<file path="config.mk">
export PLATFORM = sky130hd
export DESIGN_NAME = per_slot_virtual_tick_timer
export DESIGN_NICKNAME = d
export VERILOG_FILES = /design/src/rtl/core/ptt_pkg.sv /design/src/rtl/core/ptt_slot_bank.sv /design/src/rtl/core/ptt_ctrl.sv /design/src/rtl/core/per_slot_virtual_tick_timer.sv
export SDC_FILE = /design/constraint.sdc
export NUM_CORES = 1
export LEC_CHECK = 0
export BUFFER_PORTS_ARGS = -buffer_cell sky130_fd_sc_hd__buf_2
export CAP_MARGIN = 0
export CORE_MARGIN = 2
export CORE_UTILIZATION = 60
export CTS_CLUSTER_SIZE = 30
export DETAILED_ROUTE_END_ITERATION = 10
export GPL_ROUTABILITY_DRIVEN = 0
export PLACE_DENSITY = 0.84
export SYNTH_ARGS = -nofsm -noshare
export SYNTH_HDL_FRONTEND = slang
export SYNTH_HIERARCHICAL = 1
export SYNTH_SLANG_ARGS = --single-unit
</file>
<file path="constraint.sdc">
create_clock -name clk -period 8.6 [get_ports clk]
set_input_delay 0.86 -clock clk [delete_from_list [all_inputs] [get_ports clk]]
set_output_delay 0.86 -clock clk [all_outputs]
set_load 0.02 [all_outputs]
</file>
<file path="src/rtl/core/ptt_pkg.sv">
// Shared constants, types and helper functions for the per-slot virtual tick timer.
`timescale 1ns / 1ps
package ptt_pkg;

	localparam int SLOTS    = 8;
	localparam int MAX_RATE = 1024;
	localparam int MIN_RATE = 2;

	localparam int IDX_W   = (SLOTS > 1) ? $clog2(SLOTS) : 1;
	localparam int CNT_W   = 10;
	localparam int CNT_MAX = (1 << CNT_W) - 1;

	localparam int OPEN_RAW = MAX_RATE / 2;
	localparam logic [CNT_W-1:0] OPEN_INTERVAL =
		CNT_W'((OPEN_RAW > CNT_MAX) ? CNT_MAX : OPEN_RAW);

	localparam logic [2:0] OP_TICK  = 3'd0;
	localparam logic [2:0] OP_OPEN  = 3'd1;
	localparam logic [2:0] OP_CLOSE = 3'd2;
	localparam logic [2:0] OP_RATE  = 3'd3;
	localparam logic [2:0] OP_POLL  = 3'd4;

	localparam logic [1:0] ST_OK      = 2'd0;
	localparam logic [1:0] ST_REJECT  = 2'd1;
	localparam logic [1:0] ST_NOT_YET = 2'd2;

	typedef enum logic [1:0] {
		S_IDLE,
		S_TICK,
		S_EXEC,
		S_RESP
	} state_t;

	// one slot as seen on the bank read port
	typedef struct packed {
		logic             enabled;
		logic [CNT_W-1:0] interval;
		logic [CNT_W-1:0] remaining;
	} slot_rd_t;

	// write command into the slot bank
	typedef struct packed {
		logic [IDX_W-1:0] idx;
		logic             we_en;
		logic             en_val;
		logic             we_int;
		logic [CNT_W-1:0] int_val;
		logic             we_rem;
		logic [CNT_W-1:0] rem_val;
	} slot_wr_t;

	function automatic logic rate_ok(input logic [15:0] hz);
		logic pow2;
		pow2 = (hz != 16'd0) && ((hz & (hz - 16'd1)) == 16'd0);
		return pow2 && (32'(hz) >= MIN_RATE) && (32'(hz) <= MAX_RATE);
	endfunction

	// hz is a single power of two here, so MAX_RATE/hz is a selected shift
	function automatic logic [CNT_W-1:0] rate_interval(input logic [15:0] hz);
		int acc;
		int q;
		acc = 0;
		for (int k = 0; k < 16; k++) begin
			q = MAX_RATE >> k;
			if (q > CNT_MAX) q = CNT_MAX;
			if (hz[k]) acc = acc | q;
		end
		return CNT_W'(acc);
	endfunction

endpackage

</file>
<file path="src/rtl/core/ptt_slot_bank.sv">
// Per-slot state registers: enable, interval and remaining count, one read and one write port.
`timescale 1ns / 1ps
module ptt_slot_bank
	import ptt_pkg::*;
(
	input  logic             clk,
	input  logic             arst_n,
	input  logic [IDX_W-1:0] rd_idx,
	output slot_rd_t         rd,
	input  slot_wr_t         wr
);

	logic             enabled_q   [SLOTS];
	logic [CNT_W-1:0] interval_q  [SLOTS];
	logic [CNT_W-1:0] remaining_q [SLOTS];

	always_ff @(posedge clk or negedge arst_n) begin
		if (!arst_n) begin
			for (int i = 0; i < SLOTS; i++) begin
				enabled_q[i]   <= 1'b0;
				interval_q[i]  <= '0;
				remaining_q[i] <= '0;
			end
		end else begin
			if (wr.we_en)  enabled_q[wr.idx]   <= wr.en_val;
			if (wr.we_int) interval_q[wr.idx]  <= wr.int_val;
			if (wr.we_rem) remaining_q[wr.idx] <= wr.rem_val;
		end
	end

	assign rd.enabled   = enabled_q[rd_idx];
	assign rd.interval  = interval_q[rd_idx];
	assign rd.remaining = remaining_q[rd_idx];

endmodule

</file>
<file path="src/rtl/core/ptt_ctrl.sv">
// Sequencer with the shared count unit: walks slots on a tick, executes slot commands.
`timescale 1ns / 1ps
module ptt_ctrl
	import ptt_pkg::*;
(
	input  logic             clk,
	input  logic             arst_n,
	input  logic             start,
	input  logic [2:0]       opcode,
	input  logic [2:0]       slot,
	input  logic [15:0]      hertz,
	output logic             busy,
	output logic             done,
	output logic [1:0]       status,
	output logic [IDX_W-1:0] rd_idx,
	input  slot_rd_t         rd,
	output slot_wr_t         wr
);

	localparam logic [IDX_W-1:0] LAST_IDX = IDX_W'(SLOTS - 1);

	state_t           state_q, state_d;
	logic [IDX_W-1:0] idx_q, idx_d;
	logic [2:0]       op_q;
	logic             slot_ok_q;
	logic [15:0]      hz_q;
	logic [1:0]       status_q, status_d;
	logic             accept;
	logic             rem_zero;
	logic [CNT_W-1:0] rem_dec;

	assign accept = start && (state_q == S_IDLE);

	// shared count unit: zero test and decrement of the slot under the index
	assign rem_zero = (rd.remaining == '0);
	assign rem_dec  = rd.remaining - CNT_W'(1);

	always_ff @(posedge clk or negedge arst_n) begin
		if (!arst_n) begin
			state_q <= S_IDLE;
			idx_q   <= '0;
		end else begin
			state_q <= state_d;
			idx_q   <= idx_d;
		end
	end

	always_ff @(posedge clk) begin
		if (accept) begin
			op_q      <= opcode;
			slot_ok_q <= (32'(slot) < SLOTS);
			hz_q      <= hertz;
		end
		status_q <= status_d;
	end

	always_comb begin
		state_d    = state_q;
		idx_d      = idx_q;
		status_d   = status_q;
		wr         = '0;
		wr.idx     = idx_q;
		unique case (state_q)
			S_IDLE: begin
				if (start) begin
					if (opcode == OP_TICK) begin
						state_d = S_TICK;
						idx_d   = '0;
					end else begin
						state_d = S_EXEC;
						idx_d   = IDX_W'(slot);
					end
				end
			end
			S_TICK: begin
				if (rd.enabled && !rem_zero) begin
					wr.we_rem  = 1'b1;
					wr.rem_val = rem_dec;
				end
				if (idx_q == LAST_IDX) begin
					state_d  = S_RESP;
					status_d = ST_OK;
				end else begin
					idx_d = idx_q + IDX_W'(1);
				end
			end
			S_EXEC: begin
				state_d  = S_RESP;
				status_d = ST_REJECT;
				if (slot_ok_q) begin
					case (op_q)
						OP_OPEN: begin
							wr.we_en   = 1'b1;
							wr.en_val  = 1'b1;
							wr.we_int  = 1'b1;
							wr.int_val = OPEN_INTERVAL;
							wr.we_rem  = 1'b1;
							wr.rem_val = OPEN_INTERVAL;
							status_d   = ST_OK;
						end
						OP_CLOSE: begin
							wr.we_en  = 1'b1;
							wr.en_val = 1'b0;
							status_d  = ST_OK;
						end
						OP_RATE: begin
							if (rate_ok(hz_q)) begin
								wr.we_int  = 1'b1;
								wr.int_val = rate_interval(hz_q);
								status_d   = ST_OK;
							end
						end
						OP_POLL: begin
							if (!rd.enabled) begin
								status_d = ST_REJECT;
							end else if (!rem_zero) begin
								status_d = ST_NOT_YET;
							end else begin
								wr.we_rem  = 1'b1;
								wr.rem_val = rd.interval;
								status_d   = ST_OK;
							end
						end
						default: status_d = ST_REJECT;
					endcase
				end
			end
			S_RESP: begin
				state_d = S_IDLE;
			end
			default: state_d = S_IDLE;
		endcase
	end

	assign rd_idx = idx_q;
	assign busy   = (state_q != S_IDLE);
	assign done   = (state_q == S_RESP);
	assign status = status_q;

	a_done_single: assert property (@(posedge clk) disable iff (!arst_n)
		done |=> !done)
		else $error("result strobe held longer than one cycle");

	a_accept_busy: assert property (@(posedge clk) disable iff (!arst_n)
		(start && !busy) |=> busy)
		else $error("accepted beat did not raise busy");

	a_status_code: assert property (@(posedge clk) disable iff (!arst_n)
		done |-> (status == ST_OK || status == ST_REJECT || status == ST_NOT_YET))
		else $error("undefined status on result beat");

	a_tick_walk: assert property (@(posedge clk) disable iff (!arst_n)
		(state_q == S_TICK && idx_q != LAST_IDX) |=>
			(state_q == S_TICK && idx_q == $past(idx_q) + IDX_W'(1)))
		else $error("tick walk skipped a slot");

	a_tick_ok: assert property (@(posedge clk) disable iff (!arst_n)
		(state_q == S_TICK && idx_q == LAST_IDX) |=> (done && status == ST_OK))
		else $error("tick did not end in a success beat");

endmodule

</file>
<file path="src/rtl/core/per_slot_virtual_tick_timer.sv">
// Top level of the per-slot virtual tick timer: command sequencer plus slot state bank.
//
//  channel   | handshake            | payload
//  ----------+----------------------+----------------------------
//  command   | start / busy         | opcode[2:0] slot[2:0] hertz[15:0]
//  result    | done (one-cycle)     | status[1:0]
//
// A command beat is taken when start is high and busy is low.
// Tick walks all SLOTS slots through one shared decrementer, one slot a cycle;
// the result state then raises done, and a new command is taken once back in idle.
// Open, close, set rate and poll pass through the execute state, then the result state.
// Reset clears all slot state at once; no sweep. The receiver cannot stall.
`timescale 1ns / 1ps
module per_slot_virtual_tick_timer
	import ptt_pkg::*;
(
	input  logic        clk,
	input  logic        arst_n,
	input  logic        start,
	output logic        busy,
	input  logic [2:0]  opcode,
	input  logic [2:0]  slot,
	input  logic [15:0] hertz,
	output logic        done,
	output logic [1:0]  status
);

	logic [IDX_W-1:0] rd_idx;
	slot_rd_t         rd;
	slot_wr_t         wr;

	ptt_ctrl u_ctrl (
		.clk    (clk),
		.arst_n (arst_n),
		.start  (start),
		.opcode (opcode),
		.slot   (slot),
		.hertz  (hertz),
		.busy   (busy),
		.done   (done),
		.status (status),
		.rd_idx (rd_idx),
		.rd     (rd),
		.wr     (wr)
	);

	ptt_slot_bank u_bank (
		.clk    (clk),
		.arst_n (arst_n),
		.rd_idx (rd_idx),
		.rd     (rd),
		.wr     (wr)
	);

endmodule
</file>
Word level (Yosys, flattened, before mapping)
Index checks and enable logic that the tools add are counted.
{"block": "classes", "addsub": 3, "n_lt_le_gt_ge": 4, "n_eq_ne": 11, "muxes": 50, "bitwise_logic": 2, "n_reduce_logical": 19}
{"operator": "$bwmux W80", "count": 2}
{"operator": "$mux W10", "count": 7}
{"operator": "$pmux W11 S2", "count": 3}
{"operator": "$bmux W10 S3", "count": 2}
{"operator": "$mux W11", "count": 4}
{"operator": "$demux W10 S3", "count": 1}
{"operator": "$and A16 B16 Y16", "count": 1}
{"operator": "$ge A16 B2 Y1 const B", "count": 1}
{"operator": "$le A16 B11 Y1 const B", "count": 1}
{"operator": "$logic_not A16 Y1", "count": 1}
{"operator": "$reduce_bool A16 Y1", "count": 1}
{"operator": "$sub A16 B1 Y16 const B", "count": 1}
{"operator": "$mux W2", "count": 7}
{"operator": "$mux W13", "count": 1}
{"operator": "$mux W3", "count": 4}
{"operator": "$logic_not A10 Y1", "count": 1}
{"operator": "$sub A10 B1 Y10 const B", "count": 1}
{"operator": "$mux W9", "count": 1}
{"operator": "$bwmux W8", "count": 1}
{"operator": "$mux W8", "count": 1}
{"operator": "$pmux W2 S2", "count": 2}
{"operator": "$pmux W2 S4", "count": 1}
{"operator": "$mux W7", "count": 1}
{"operator": "$eq A3 B2 Y1 const B", "count": 2}
{"operator": "other kinds (26)", "count": 41}
{"block": "word_totals", "regBits": 194, "in_bits": 25, "output_inout_bits": 4, "wordCells": 118}

Logic depth before layout (Yosys ltp)
{"block": "logic_depth", "ltp_word": 15, "mapped_depth": 14, "depth_no_buf": 10}

Cells and area by module
Netlist, hierarchy kept.
{"mod": "ptt_slot_bank", "n_inst": 1, "cells_each": 455, "area_per_inst_um2": 7842.5, "seq_area_each_um2": 4204.0}
{"mod": "ptt_ctrl", "n_inst": 1, "cells_each": 177, "area_per_inst_um2": 1736.7, "seq_area_each_um2": 755.7}

Worst setup path after synthesis
Ideal clock, no wire load.
{"block": "synth_timing", "path_type": "register to register", "start": "register u_ctrl.idx_q[0], in the netlist u_ctrl/rd_idx[0]", "end": "register u_bank/remaining_q[30] (netlist name)", "setup_ns": 0.125, "arrival_ns": 4.067, "t_required_ns": 8.475, "setup_slack_ns": 4.408, "path_stages_with_launch": 14, "n_path_buf": 4, "synth_period_minus_slack_ns": 4.192, "path_cell_list": "dfrtp_1 > buf_6 > buf_6 > mux4_1 > mux2_2 > inv_1 > ha_1 > or4b_2 > nor4_1 > buf_2 > o31a_1 > nor4bb_1 > buf_2 > mux2_2"}
{"item": "from (decl)", "line_no": "ptt_ctrl.sv:23", "rtl": "logic [IDX_W-1:0] idx_q, idx_d;"}
{"item": "from (signal assigned)", "line_no": "ptt_ctrl.sv:44", "rtl": "idx_q <= idx_d;"}
{"item": "to (signal, indexed assignment)", "line_no": "ptt_slot_bank.sv:27", "rtl": "if (wr.we_rem) remaining_q[wr.idx] <= wr.rem_val;"}
{"item": "to (decl)", "line_no": "ptt_slot_bank.sv:15", "rtl": "logic [CNT_W-1:0] remaining_q [SLOTS];"}

==> impl_results.md <==
- Status: finished clean
- RSZ-0062 raised after global routing: false
- # fillers: 1092
- Post-synthesis compound-gate area fraction: 0.0302
- Post-route worst setup slack: 2.88 ns
- DPL Wire Length: 12.7 mm
- Worst path required time: 8.92 ns
- Final instance area: 10500 µm²
- Top FF cell, synth: dfrtp_1
- Die Area: 17000 µm²
- Hold Startpoint: u_bank/remaining_q[64]$_DFFE_PN0P_
- Post-synthesis async set-or-reset flop share: 0.892
- Die Wd: 130 µm
- Congestion Overflow GR: 0
- Dpl ws: 2.83 ns
- Final setup skew: 0.00927 ns
- Critical Path Start Type: register
- Layout cells sized above 1: 0.423
- Mapped Cells: 632
- CTS tree: built
- Iteration-0 DRC Markers: 379
- Synth Warn #: 6
- Routed Antenna Nets: 0
- Simple-gate share of the synthesized area: 0.0690
- Mapped Area: 9580 µm²
- Largest net degree at the start of global routing: 100
- Port buffer count: 28
- Area of the multi-input gates: 4410 µm²
- Setup crit end kind: register
- Reg2Reg Setup Slack: 2.88 ns
- Cts-stage hold buffer count: 0
- Hold Path Cell Cnt: 1
- Post-synth cell types: 55
- Rows: 46
- Relative slew slack: 0.0918
- Hold EP: u_bank/remaining_q[64]$_DFFE_PN0P_
- Tmin final: 5.72 ns
- Avg Synthesized Cell Area: 15.2 µm²
- Maximum vdd ir drop: 0.155 mV
- Die height: 130 µm
- Sequential share of the synthesized area: 0.518
- Syn nets: 664
- Setup violators final: 0
- CTS Sinks: 194
- Post-CTS resize count: 0
- Ant diodes: 0
- Post-Route WL: 20.0 mm
- DR WL/cell: 22.8 µm
- DRC violations left: 0
- Worst EP arrival: 6.04 ns
- Vias/cell: 6.43
- Iteration count of the initial detailed-routing pass: 5
- HP Class: register to register
- Post-DP Area: 9880 µm²
- Final Cycle Share: 0.666
- CP max FO: 41
- Max-cap violations: 0
- Max-slew violations: 0
- IO Count: 29
- Multiplexer area fraction after synthesis: 0.338
- Reg2reg end: u_bank/remaining_q[38]$_DFFE_PN0P_
- Tot Pwr: 2.28 mW
- Total negative setup slack: 0 ns
- Core Area: 15800 µm²
- Worst slew pin tran: 1.34 ns
- Critical path class: register to register
- Area Growth Syn to Fin: 9.09%
- Worst Reg-to-Reg Cells: 9
- H-tree depth: 4
- Clock Latency Late Sink: 0.44 ns
- Post-CTS setup buffer count: 0
- Global-route wire length before repair: 32.3 mm
- Final hold vios: 0
- Pwr dens: 218 nW/µm²
- CTS max path bufs: 2
- #FFs+latches synth: 194
- Root Driver: clkbuf_16
- Clock-pin slew on the worst setup and hold paths: 0.07 ns
- Static Leak: 5.06 nW
- Number of global-route vias before repair: 5943
- Initial antenna violation count: 0
- EDFF count, synth: 21
- Origin of the critical flop-to-flop path: u_ctrl/rd_idx[0]$_DFFE_PN0P_
- Routed vias: 5631
- Adder-Cell Fraction of Synth Area: 0.0102
- Initial Util: 0.607
- Total track usage: 0.255
- XOR/XNOR share of the synthesized area: 0.00731
- Final net count: 679
- Peak Freq: 175 MHz
- Largest family of logic cells by synthesized area: multiplexers
- CTS buffer count: 17
- Seq. cell area: 4960 µm²
[routing by layer]
| metal | track usage | vias up | share of wire |
|---|---|---|---|
| met5 | 0 | - | 0 |
| met1 | 0.333 | 2953 | 0.42 |
| li1 | - | 2469 | - |
| met2 | 0.423 | 174 | 0.51 |
| met4 | 0.0932 | 0 | 0.021 |
| met3 | 0.0586 | 35 | 0.046 |
[cells in the final DEF (no fill, tap or decap), types with 3 or more instances in the layout]
master	n
a211oi_1	3
a21oi_1	7
a22oi_1	9
buf_2	27
buf_4	8
clkbuf_16	17
clkinv_4	4
clkinvlp_4	3
dfrtp_1	171
edfxtp_1	21
ha_1	7
inv_1	11
inv_6	3
mux2_2	190
mux4_1	40
nand2_1	8
nand3_1	4
nand4b_1	10
nor2_1	31
nor2b_1	10
nor3_1	5
nor4_1	3
nor4bb_1	3
o21ai_0	3
or4_4	3
xnor2_1	4
xor2_1	4
[worst max-delay path by stage]
stage,startpoint,end,depth (start not counted)
final,u_ctrl/rd_idx[0]$_DFFE_PN0P_,u_bank/remaining_q[38]$_DFFE_PN0P_,9
after floorplan,u_ctrl/rd_idx[0]$_DFFE_PN0P_,u_bank/remaining_q[30]$_DFFE_PN0P_,13
after CTS,u_ctrl/rd_idx[0]$_DFFE_PN0P_,u_bank/remaining_q[56]$_DFFE_PN0P_,9
after global routing,u_ctrl/rd_idx[0]$_DFFE_PN0P_,u_bank/remaining_q[38]$_DFFE_PN0P_,9
after global placement,u_ctrl/rd_idx[0]$_DFFE_PN0P_,u_bank/remaining_q[53]$_DFFE_PN0P_,9
after detailed placement,u_ctrl/rd_idx[0]$_DFFE_PN0P_,u_bank/remaining_q[59]$_DFFE_PN0P_,9
[Yosys cell counts, types with 2 or more instances]
cell type,n,area (µm²)
nor2b_1,10,62.6
xnor2_1,4,35.0
mux2_2,190,2140
nand2_1,8,30.0
clkbuf_1,11,41.3
edfxtp_1,21,631
a211oi_1,3,22.5
nor3b_1,2,15.0
mux4_1,40,1050
nor3_1,5,25.0
dfrtp_1,173,4330
nand3_1,4,20.0
nor4b_1,3,26.3
nor4_1,3,18.8
ha_1,7,87.6
or4_4,3,33.8
nand4_2,2,25.0
a22oi_1,9,67.6
mux4_2,2,45.0
buf_2,21,105
and4bb_2,2,25.0
a221oi_1,2,17.5
xor2_1,4,35.0
or2_2,2,12.5
nor4bb_1,7,70.1
a21oi_1,7,35.0
nand4b_1,10,87.6
buf_4,3,22.5
nor2_1,31,116
o21ai_0,3,15.0
buf_6,5,56.3
or4_1,2,15.0
inv_1,11,41.3
[through the flow]
| stage | hold slack (ns) | util | cells |
|---|---|---|---|
| after floorplan | 0.470 | - | 632 |
| after global placement | 0.480 | 0.626 | 844 |
| after detailed placement | 0.485 | 0.626 | 844 |
| after CTS | 0.501 | 0.662 | 876 |
| after global routing | 0.519 | 0.663 | 876 |
| final | 0.499 | 0.663 | 876 |
[cell families (layout without fill, tap and decap cells)]
group                      count (synthesis)  count (layout)
xor gates and xnor gates                   8               8
DFF                                      194             194
and+or+nand+nor                          102             102
buffers and inverters                     51              79
adders and majority gates                  8               8
muxes                                    232             232
AOI/OAI and AO/OA                         37              37
[worst max-delay path: stages (launching register included)]
cell      delay [ns]
dfrtp_2         0.95
buf_4           0.61
mux4_1          0.66
mux2_2          0.34
or4_1           0.58
nor4_1          0.29
buf_4           0.24
o31a_1          0.30
nor4bb_2        1.18
mux2_2          0.44
[layout make-up]
| class | instances | share of cell area |
|---|---|---|
| clock buffers | 19 | 0.0414 |
| well taps | 216 | 0.0259 |
| clock inverters | 13 | 0.0123 |
| flip-flops and latches | 194 | 0.475 |
| multi-input cells | 387 | 0.422 |
| inverters | 11 | 0.00395 |
| repair buffers | 36 | 0.0198 |
[power by group]
group	internal, mW	switching, mW	total, mW	leakage, nW
combinational	0.202	0.270	0.473	2.20
sequential	0.973	0.0764	1.05	2.60
clock	0.404	0.356	0.760	0.264
total	1.58	0.703	2.28	5.06
[sequential cells by signal, summed over array words and instances, names as in the netlist]
| signal | count |
|---|---|
| u_bank/remaining_q | 80 |
| u_ctrl/state_q | 2 |
| u_ctrl/op_q | 3 |
| u_bank/enabled_q | 8 |
| u_bank/interval_q | 80 |
| u_ctrl/status | 2 |
| u_ctrl/rd_idx | 3 |
| u_ctrl/hz_q | 16 |
(Power assumes the default switching activity.)
